File: config.mk
export PLATFORM = sky130hd
export DESIGN_NAME = tobpl_ctrl
export DESIGN_NICKNAME = d
export VERILOG_FILES = /design/src/hw/rtl/tobpl_pkg.sv /design/src/hw/rtl/tobpl_ctrl.sv
export SDC_FILE = /design/constraint.sdc
export NUM_CORES = 1
export LEC_CHECK = 0
export ABC_AREA = 1
export BUFFER_PORTS_ARGS = -buffer_cell sky130_fd_sc_hd__buf_2
export CAP_MARGIN = 20
export CORE_AREA = 2 2 39 41
export CTS_CLUSTER_SIZE = 12
export DETAILED_ROUTE_END_ITERATION = 8
export DIE_AREA = 0 0 41 43
export HOLD_SLACK_MARGIN = 0.05
export PLACE_DENSITY = 0.38
export SYNTH_ARGS = -nofsm -noshare
export SYNTH_HDL_FRONTEND = slang
export SYNTH_SLANG_ARGS = --single-unit
File: constraint.sdc
create_clock -name clk -period 2.2 [get_ports clk]
set_input_delay 0.22 -clock clk [delete_from_list [all_inputs] [get_ports clk]]
set_output_delay 0.22 -clock clk [all_outputs]
set_load 0.1 [all_outputs]
File: src/hw/rtl/tobpl_pkg.sv
// Shared types and constants for the top-of-book price level tables.
// Used by tobpl_ctrl, tobpl_side, tobpl_datapath and the top level.
package tobpl_pkg;

    localparam int LEVELS     = 16;
    localparam int PRICE_W    = 32;
    localparam int QTY_IN_W   = 32;
    localparam int QTY_W      = 31;
    localparam int GRP_SIZE   = 4;
    localparam int NUM_GRP    = (LEVELS + GRP_SIZE - 1) / GRP_SIZE;

    localparam logic SIDE_BID = 1'b0;
    localparam logic SIDE_ASK = 1'b1;

    typedef struct packed {
        logic capture;
        logic write;
        logic tree1;
        logic tree2;
    } cmd_t;

    typedef struct packed {
        logic               valid;
        logic [PRICE_W-1:0] price;
        logic [QTY_W-1:0]   qty;
    } lvl_t;

    // Keep a unless b is valid and strictly better for this side.
    function automatic lvl_t best_of(lvl_t a, lvl_t b, logic want_min);
        logic better;
        begin
            better = want_min ? (b.price < a.price) : (b.price > a.price);
            if (b.valid && (!a.valid || better))
                best_of = b;
            else
                best_of = a;
        end
    endfunction

endpackage

File: src/hw/rtl/tobpl_ctrl.sv
// Controller for the price level tables: one request in flight at a time.
// Depends on tobpl_pkg for the command struct.
module tobpl_ctrl
    import tobpl_pkg::*;
(
    input  logic clk,
    input  logic rst_n,
    input  logic start,
    output logic busy,
    output logic done,
    output cmd_t cmd
);

    typedef enum logic [3:0] {
        ST_IDLE  = 4'b0001,
        ST_WRITE = 4'b0010,
        ST_TREE1 = 4'b0100,
        ST_TREE2 = 4'b1000
    } state_t;

    state_t state_reg, state_next;
    logic   done_reg, done_next;

    always_comb
    begin
        state_next = state_reg;
        case (state_reg)
            ST_IDLE:
            begin
                if (start)
                    state_next = ST_WRITE;
            end
            ST_WRITE: state_next = ST_TREE1;
            ST_TREE1: state_next = ST_TREE2;
            ST_TREE2: state_next = ST_IDLE;
            default:  state_next = ST_IDLE;
        endcase
    end

    assign busy        = (state_reg != ST_IDLE);
    assign cmd.capture = start && !busy;
    assign cmd.write   = (state_reg == ST_WRITE);
    assign cmd.tree1   = (state_reg == ST_TREE1);
    assign cmd.tree2   = (state_reg == ST_TREE2);
    assign done_next   = cmd.tree2;
    assign done        = done_reg;

    always_ff @(posedge clk or negedge rst_n)
    begin
        if (!rst_n)
        begin
            state_reg <= ST_IDLE;
            done_reg  <= 1'b0;
        end
        else
        begin
            state_reg <= state_next;
            done_reg  <= done_next;
        end
    end

endmodule

==> results of run 1 <==
## cell type report
type,instances,share of cell area (%)
Clock buffer,4,8.140
Inverter,8,9.302
Multi-Input combinational cell,14,21.71
Sequential cell,5,39.15
Tap cell,16,6.202
Timing Repair Buffer,9,15.50
## cell usage in the layout (no fill, tap or decap)
master / n
buf_2: 8
clkbuf_1: 1
clkbuf_4: 3
dfrtp_1: 4
dfstp_2: 1
dlygate4sd3_1: 1
inv_1: 8
nand2_1: 4
nand2_2: 1
nor2_1: 5
nor2_2: 3
nor2_4: 1
## critical path: cells and delay by family, from the launching register on
family                 cells  cell delay (ns)
AND/OR/NAND/NOR            3             0.26
buffers and inverters      2             0.48
flip-flops                 1             0.53
## worst paths after layout
path,slack [ns],end,startpoint
hold reg to reg,0.48,done,state_reg[2]
min in group asynchronous,0.32,state_reg[3],rst_n
setup reg to reg,1.27,state_reg[0],state_reg[0]
setup / recovery,0.48,cmd[3],state_reg[0]
max in group asynchronous,1.66,state_reg[0],rst_n
hold / removal,0.25,state_reg[1],start
## cells by family after synthesis
logic type / count (synthesis) / synth area share (%)
DFF: 5 / 52.34
buffers and inverters: 10 / 18.65
and+or+nand+nor: 14 / 29.02
## per-stage QoR
stage               utilization [%]  hold WS [ns]
floorplan                         -      -0.07559
global placement              20.71       0.04675
detailed placement            20.71       0.04503
CTS                           23.33        0.2438
global route                  23.33        0.2946
finish                        23.33        0.2513
## per-layer routing
layer  GRT usage, %  up-vias  share of wire (%)
met3          1.571        0                4.6
met1          5.556       85                 39
met5              0        -                  0
met4          12.00        0                  0
li1               -       99                  -
met2          9.375        6                 56
==> impl_metrics.tcl, run 1 <==
set metrics [dict create \
    crit_type "reg2out" \
    cts_hold_buf 1 \
    fmax_mhz 579.8 \
    ys_seq_elements 5 \
    netlist.area_leader.share_pct 41.45 \
    yosysMostFrequentCell "inv_1" \
    remaining_drc_errors 0 \
    placed_area_um2 286.5 \
    drt-initial-drc-count 1 \
    clockBufferDepth 2 \
    fin_area_um2 322.8 \
    netlist_top_cells_count "inv_1, nor2_1, dfrtp_1, nand2_1, nor2_2" \
    crit_chain "inv_1, nor2_2, nand2_2, nor2_4, buf_2" \
    clock-root-buffer "clkbuf_4" \
    arrival_ns 1.50 \
    synth_edf_count 0 \
    startpoint_type "flip-flop" \
    seqCellArea_um2 126.4 \
    slew_headroom_pct 67.62 \
    fin_skew_ns 0.004235 \
    syn_to_final_growth_pct 33.68 \
    nNetsFinal 44 \
    clk_pin_slew_ns 0.04 \
    h-tree-depth 1 \
    crit_slowest_cell "dfstp_2" \
    rr_worst_depth 5 \
    max-cap-violations 0 \
    seq_area_frac_synth_pct 52.33 \
    rows 14 \
    n_antenna_cell 0 \
    rsz0062_at_grt "no" \
    dr.pass1.iters 2 \
    floorplan.initialDensity_pct 17.45 \
    dpl.cell_count 51 \
    fin_crit_ns 1.725 \
    multi_input_area_um2 70.07 \
    wire_per_inst_um 7.696 \
    drive_above_1_share_pct 42.50 \
    critical_path_required_ns 1.98 \
    largest_reg_flops 4 \
    post-cts-setup-buffers 0 \
    ys.flop_type "dfrtp_1" \
    hold_violations 0 \
    ys_warn_count 0 \
    drt-vias-per-instance 3.393 \
    setup_slack_ns 0.4753 \
    die_y_um 43 \
    wirelength_um 431 \
    yosys.area.top_type "dfrtp_1" \
    grt_antenna_before_repair 0 \
    ctsResizeCount 0 \
    dp_slack_ns 0.7235 \
    clk_latency_ns 0.24 \
    vias 190 \
    synth_nets 32 \
    drv_slew 0 \
    portBuffers 8 \
    synthTopCellsByArea "dfrtp_1, inv_1, dfstp_2, nor2_1, nor2_2" \
    netlist_area_um2 241.5 \
    fin_cells 56 \
    track_usage_pct 6.862 \
    cts_buffers 3 \
    cts.sink_count 5 \
    hold_depth 3 \
    grt-ovfl-total 0 \
    grt_pass1_vias 202 \
    finalSetupTns_ns 0 \
    netlist_instances 29 \
    fillers 169 \
    fin_crit_sh_pct 78.39 \
    cp_max_fo 3 \
    grt_max_degree 6 \
    slowest_delay_ns 0.53 \
    cts_tree "done" \
    async_flop_share_pct 100.0 \
    place.gp.congestion 0.6702 \
    finalSetupViolCount 0 \
    grt_pass1_wl_um 696 \
    die_w_um 41 \
    end_kind "output port" \
    syn_avg_cell_area_um2 8.327 \
    hp-class "in2reg" \
    ant_nets 0 \
    dieArea_um2 1763 \
    worst_pin_slew_ns 0.4890 \
    synthDistinctLibCells 9 \
    place_hpwl_um 345.3 \
    core_um2 1384 \
    outcome "finished clean" \
    ioPinCount 9 \
]
Power of run 1 is left out: the tool's default activity adds up to more than one toggle a clock period on the data nets, which glitch-free logic cannot reach.
==> run 2, diff against run 1 <==
--- a/config.mk
+++ b/config.mk
@@ -13,7 +13,7 @@
 export DETAILED_ROUTE_END_ITERATION = 8
 export DIE_AREA = 0 0 41 43
 export HOLD_SLACK_MARGIN = 0.05
-export PLACE_DENSITY = 0.38
+export PLACE_DENSITY = 0.39
 export SYNTH_ARGS = -nofsm -noshare
 export SYNTH_HDL_FRONTEND = slang
 export SYNTH_SLANG_ARGS = --single-unit
==> constraint.sdc (replaced) <==
create_clock -name clk -period 1.45 [get_ports clk]
set_input_delay 0.145 -clock clk [delete_from_list [all_inputs] [get_ports clk]]
set_output_delay 0.145 -clock clk [all_outputs]
set_load 0.1 [all_outputs]
==> run 2 against run 1 <==
The run now ends with negative setup slack left. Sequential cell count did not move. Sequential share of layout area is 9.0 points lower. Final cell count is 1.8% higher. Clock skew is 0.0032 ns lower. Critical path depth unchanged. Global-route usage is the same. Via count grew 1.6%. Register-to-register slack got worse by 0.92 ns. Routed wire length is 2.6% lower. Count of clock-buffer cells in the layout is the same. Non-clock buffer count up 1. Critical path type unchanged.
==> impl_metrics.tcl, run 2 (synthesis gave the netlist of run 1 again) <==
set metrics [dict create \
    arrival_ns 1.31 \
    end_kind "output port" \
    h-tree-depth 1 \
    track_usage_pct 6.862 \
    reg2reg_to "state_reg[0]" \
    clock-root-buffer "clkbuf_4" \
    crit_chain "inv_2, nor2_4, nand2_8, nor2_4, buf_12" \
    rr_worst_depth 6 \
    grt_antenna_before_repair 0 \
    violations "negative setup slack" \
    floorplan.initialDensity_pct 17.45 \
    outcome "finished, violations left" \
    cp_max_fo 3 \
    die_y_um 43 \
    clk_pin_slew_ns 0.04 \
    post-route-util_pct 30.29 \
    rows 14 \
    startpoint_type "flip-flop" \
    portBuffers 8 \
    cts_tree "done" \
    grt_pass1_vias 185 \
    worst_pin_slew_ns 0.4852 \
    hold_violations 0 \
    drv_slew 0 \
    slew_headroom_pct 67.88 \
    fillers 154 \
    slowest_delay_ns 0.54 \
    grt-ovfl-total 0 \
    rsz0062_at_grt "yes" \
    crit_path_frequent_cell "nor2_4" \
    nNetsFinal 45 \
    remaining_drc_errors 0 \
    multi_input_area_um2 98.84 \
    mostFrequentLayoutCell "inv_1" \
    n_antenna_cell 0 \
    seqCellArea_um2 126.4 \
    dieArea_um2 1763 \
    vias 193 \
    drive_above_1_share_pct 51.22 \
    drt-vias-per-instance 3.386 \
    place.gp.congestion 0.6068 \
    fin_area_um2 419.2 \
    layout_common_cells "inv_1, nor2_1, dfrtp_1, buf_2, buf_12" \
    r2r-start "state_reg[0]" \
    fin_crit_sh_pct 100.2 \
    drt-initial-drc-count 4 \
    grt_pass1_wl_um 690 \
    hold_depth 3 \
    largest_reg_flops 4 \
    die_w_um 41 \
    clk_latency_ns 0.24 \
    grt_max_degree 6 \
    dpl.cell_count 51 \
    fin_skew_ns 0.001054 \
    regToRegSetupSlack_ns 0.35 \
    setup_slack_ns -0.003365 \
    placed_area_um2 365.4 \
    ant_nets 0 \
    clockBufferDepth 2 \
    fin_crit_ns 1.453 \
    finalSetupViolCount 1 \
    crit_type "reg2out" \
    syn_to_final_growth_pct 73.57 \
    cts_buffers 3 \
    max-cap-violations 0 \
    crit_slowest_cell "dfstp_2" \
    wire_per_inst_um 7.368 \
    wirelength_um 420 \
    fmax_mhz 688.1 \
    hp-class "in2reg" \
    min-delay-start "start" \
    core_um2 1384 \
    critical_path_required_ns 1.31 \
    ioPinCount 9 \
    cts.sink_count 5 \
    dr.pass1.iters 3 \
    fin_cells 57 \
    finalSetupTns_ns -0.003365 \
    min_to "state_reg[1]" \
    place_hpwl_um 349.4 \
]
[run 2: cell types whose count changed in the layout (fill, tap and decap cells not counted), sizes merged]
| cell | previous run | this run |
|---|---|---|
| buf | 8 | 9 |
[run 2: timing repair]
item | CTS | global route
endpoints found under the hold margin | 5 | 0
setup endpoints to repair | 3 | 3
hold buffers | 1 | 0
setup buffers | 1 | 0
resized for setup | 2 | 1
pin swaps | 3 | 1
gates cloned | 0 | 0
[run 2: critical path: cells and delay by family, from the launching register on]
family | cells | cell delay [ns]
AND/OR/NAND/NOR | 3 | 0.29
flip-flops | 1 | 0.54
buffers and inverters | 2 | 0.22
[run 2: per-layer routing]
layer	track usage (%)	wire (um)	vias to the layer above
met2	7.813	230	5
met3	4.712	18	0
met1	6.209	172	87
met5	0	0	-
li1	-	-	101
met4	10.00	0	0
[run 2: worst max path at each step]
stage                     cells past startpoint    startpoint  endpoint  slack (ns)
after detailed placement                      5  state_reg[0]    cmd[3]        0.18
after global routing                          5  state_reg[0]    cmd[3]       -0.05
after global placement                        5  state_reg[0]    cmd[3]        0.17
final                                         5  state_reg[0]    cmd[3]      -0.003
after CTS                                     5  state_reg[0]    cmd[3]       -0.02
after floorplan                               4  state_reg[0]    cmd[3]       -0.12
[run 2: stage by stage]
step,hold slack [ns],setup slack [ns]
after floorplan,-0.1506,-0.1237
after global placement,-0.03663,0.1711
after detailed placement,-0.03532,0.1758
after CTS,0.1840,-0.01959
after global routing,0.1892,-0.05190
final,0.1831,-0.003365
[run 2: layout make-up]
class,count,area share (%)
Clock buffer,4,6.269
Inverter,8,7.164
Multi-Input combinational cell,14,23.58
Sequential cell,5,30.15
Tap cell,16,4.776
Timing Repair Buffer,10,28.06
Power of run 2 is left out for the same reason.
==> run 3, diff against run 2 <==
--- a/config.mk
+++ b/config.mk
@@ -6,7 +6,7 @@
 export NUM_CORES = 1
 export LEC_CHECK = 0
 export ABC_AREA = 1
-export BUFFER_PORTS_ARGS = -buffer_cell sky130_fd_sc_hd__buf_2
+export BUFFER_PORTS_ARGS = -buffer_cell sky130_fd_sc_hd__clkbuf_2
 export CAP_MARGIN = 20
 export CORE_AREA = 2 2 39 41
 export CTS_CLUSTER_SIZE = 12
==> constraint.sdc (replaced) <==
create_clock -name clk -period 1.25 [get_ports clk]
set_input_delay 0.125 -clock clk [delete_from_list [all_inputs] [get_ports clk]]
set_output_delay 0.125 -clock clk [all_outputs]
set_load 0.1 [all_outputs]
==> run 3 against run 2 <==
The run still ends with negative setup slack left. Sequential share of layout area shrank 3.6 points. Worst setup slack lost 0.18 ns. Routed wire length grew 20%. Critical path depth is the same. First-iteration DRC count shrank 75%. Final area grew 15%. Count of clock-buffer cells in the layout is the same. Critical path type unchanged. Critical endpoint unchanged.
==> impl_metrics.tcl, run 3 (synthesis gave the netlist of run 1 again) <==
set metrics [dict create \
    hold_violations 0 \
    mostFrequentLayoutCell "inv_1" \
    dr.pass1.iters 2 \
    place_hpwl_um 395.6 \
    grt_antenna_before_repair 0 \
    fin_skew_ns 0.001951 \
    regToRegSetupSlack_ns 0.06 \
    remaining_drc_errors 0 \
    ant_nets 0 \
    vias 216 \
    n_antenna_cell 0 \
    grt_pass1_wl_um 883 \
    fillers 156 \
    place.gp.congestion 0.7003 \
    fin_crit_ns 1.434 \
    path_buf_inv 2 \
    hold_ws_ns 0.1575 \
    drive_above_1_share_pct 60.00 \
    finalSetupTns_ns -0.6050 \
    crit_chain "inv_2, nor2_4, nand2_8, nor2_4, buf_12" \
    clk_latency_ns 0.24 \
    arrival_ns 1.31 \
    wire_per_inst_um 8.262 \
    drt-initial-drc-count 1 \
    max-cap-violations 0 \
    p_per_area_nw_per_um2 2756 \
    nNetsFinal 49 \
    end_kind "output port" \
    rows 14 \
    portBuffers 8 \
    post-route-util_pct 34.72 \
    ioPinCount 9 \
    drt-vias-per-instance 3.541 \
    cp_top_family "flip-flops" \
    rsz0062_at_grt "yes" \
    cts.sink_count 5 \
    setup_slack_ns -0.1838 \
    track_usage_pct 8.274 \
    clockBufferDepth 2 \
    clock-root-buffer "clkbuf_4" \
    h-tree-depth 1 \
    startpoint_type "flip-flop" \
    core_um2 1384 \
    outcome "finished, violations left" \
    grt-ovfl-total 0 \
    dp_slack_ns 0.008891 \
    cts_buffers 3 \
    wirelength_um 504 \
    grt_pass1_vias 212 \
    die_w_um 41 \
    slew_headroom_pct 81.55 \
    cp_max_fo 3 \
    dieArea_um2 1763 \
    violations "negative setup slack" \
    crit_path_frequent_cell "nor2_4" \
    grt_max_degree 6 \
    floorplan.initialDensity_pct 17.45 \
    drv_slew 0 \
    crit_slowest_cell "dfstp_2" \
    max-vdd-ir-drop_uv 1598 \
    crit_type "reg2out" \
    largest_reg_flops 4 \
    fin_crit_sh_pct 114.7 \
    cts_tree "done" \
    fmax_mhz 697.5 \
    slowest_delay_ns 0.54 \
    clk_pin_slew_ns 0.04 \
    die_y_um 43 \
    finalSetupViolCount 5 \
    critical_path_required_ns 1.12 \
    p_leak_uw 0.0002520 \
    syn_to_final_growth_pct 98.96 \
    layout_common_cells "inv_1, buf_12, buf_4, nor2_1, nor2_4" \
    hp-class "in2reg" \
    worst_pin_slew_ns 0.2791 \
]
[run 3: per-stage QoR]
| stage | power, uW | cells | area, um2 |
|---|---|---|---|
| floorplan | 807.0 | 29 | 264.0 |
| global placement | 1099 | 54 | 409.1 |
| detailed placement | 1103 | 54 | 409.1 |
| CTS | 1342 | 60 | 473.0 |
| global route | 1400 | 61 | 480.5 |
| finish | 1324 | 61 | 480.5 |
[run 3: layer usage]
metal  vias to the layer above  GRT usage (%)  share of wire [%]
met5                         -              0                  0
met4                         0          6.000                  0
met3                         0          4.712                8.3
met2                         9          11.56                 52
met1                        96          8.824                 40
li1                        111              -                  -
[run 3: cell type report]
type / count / area [um2] / area share (%)
inverter: 8 / 33.78 / 7.031
sequential: 5 / 127.6 / 26.56
tap: 16 / 20.02 / 4.167
clock buffer: 4 / 26.28 / 5.469
timing repair buffer: 14 / 168.9 / 35.16
multi-input combinational: 14 / 103.9 / 21.61
[run 3: final timing paths]
kind,startpoint,end,cells after the start
setup / recovery,state_reg[0],cmd[3],5
hold / removal,start,state_reg[1],3
setup reg to reg,state_reg[0],state_reg[0],7
hold reg to reg,state_reg[2],done,1
max in group asynchronous,rst_n,state_reg[0],2
min in group asynchronous,rst_n,state_reg[1],2
[run 3: worst min-delay path, cell delays in order]
cell      delay [ns]
clkbuf_2        0.08
inv_1           0.10
nor2_1          0.06
[run 3: what timing repair did]
action / CTS / global route
hold endpoints to repair: 5 / 0
resized for setup: 6 / 0
endpoints found under the setup margin: 5 / 5
pin swaps: 4 / 1
hold buffers: 1 / 0
setup buffers: 1 / 1
[run 3: report_power, final]
group / leakage, uW / internal [uW] / total [uW] / switching (uW)
sequential: 0.0000635 / 211 / 257 / 45.9
clock: 0.0000150 / 121 / 186 / 65.0
combinational: 0.000174 / 340 / 881 / 541
(Power assumes the default switching activity.)
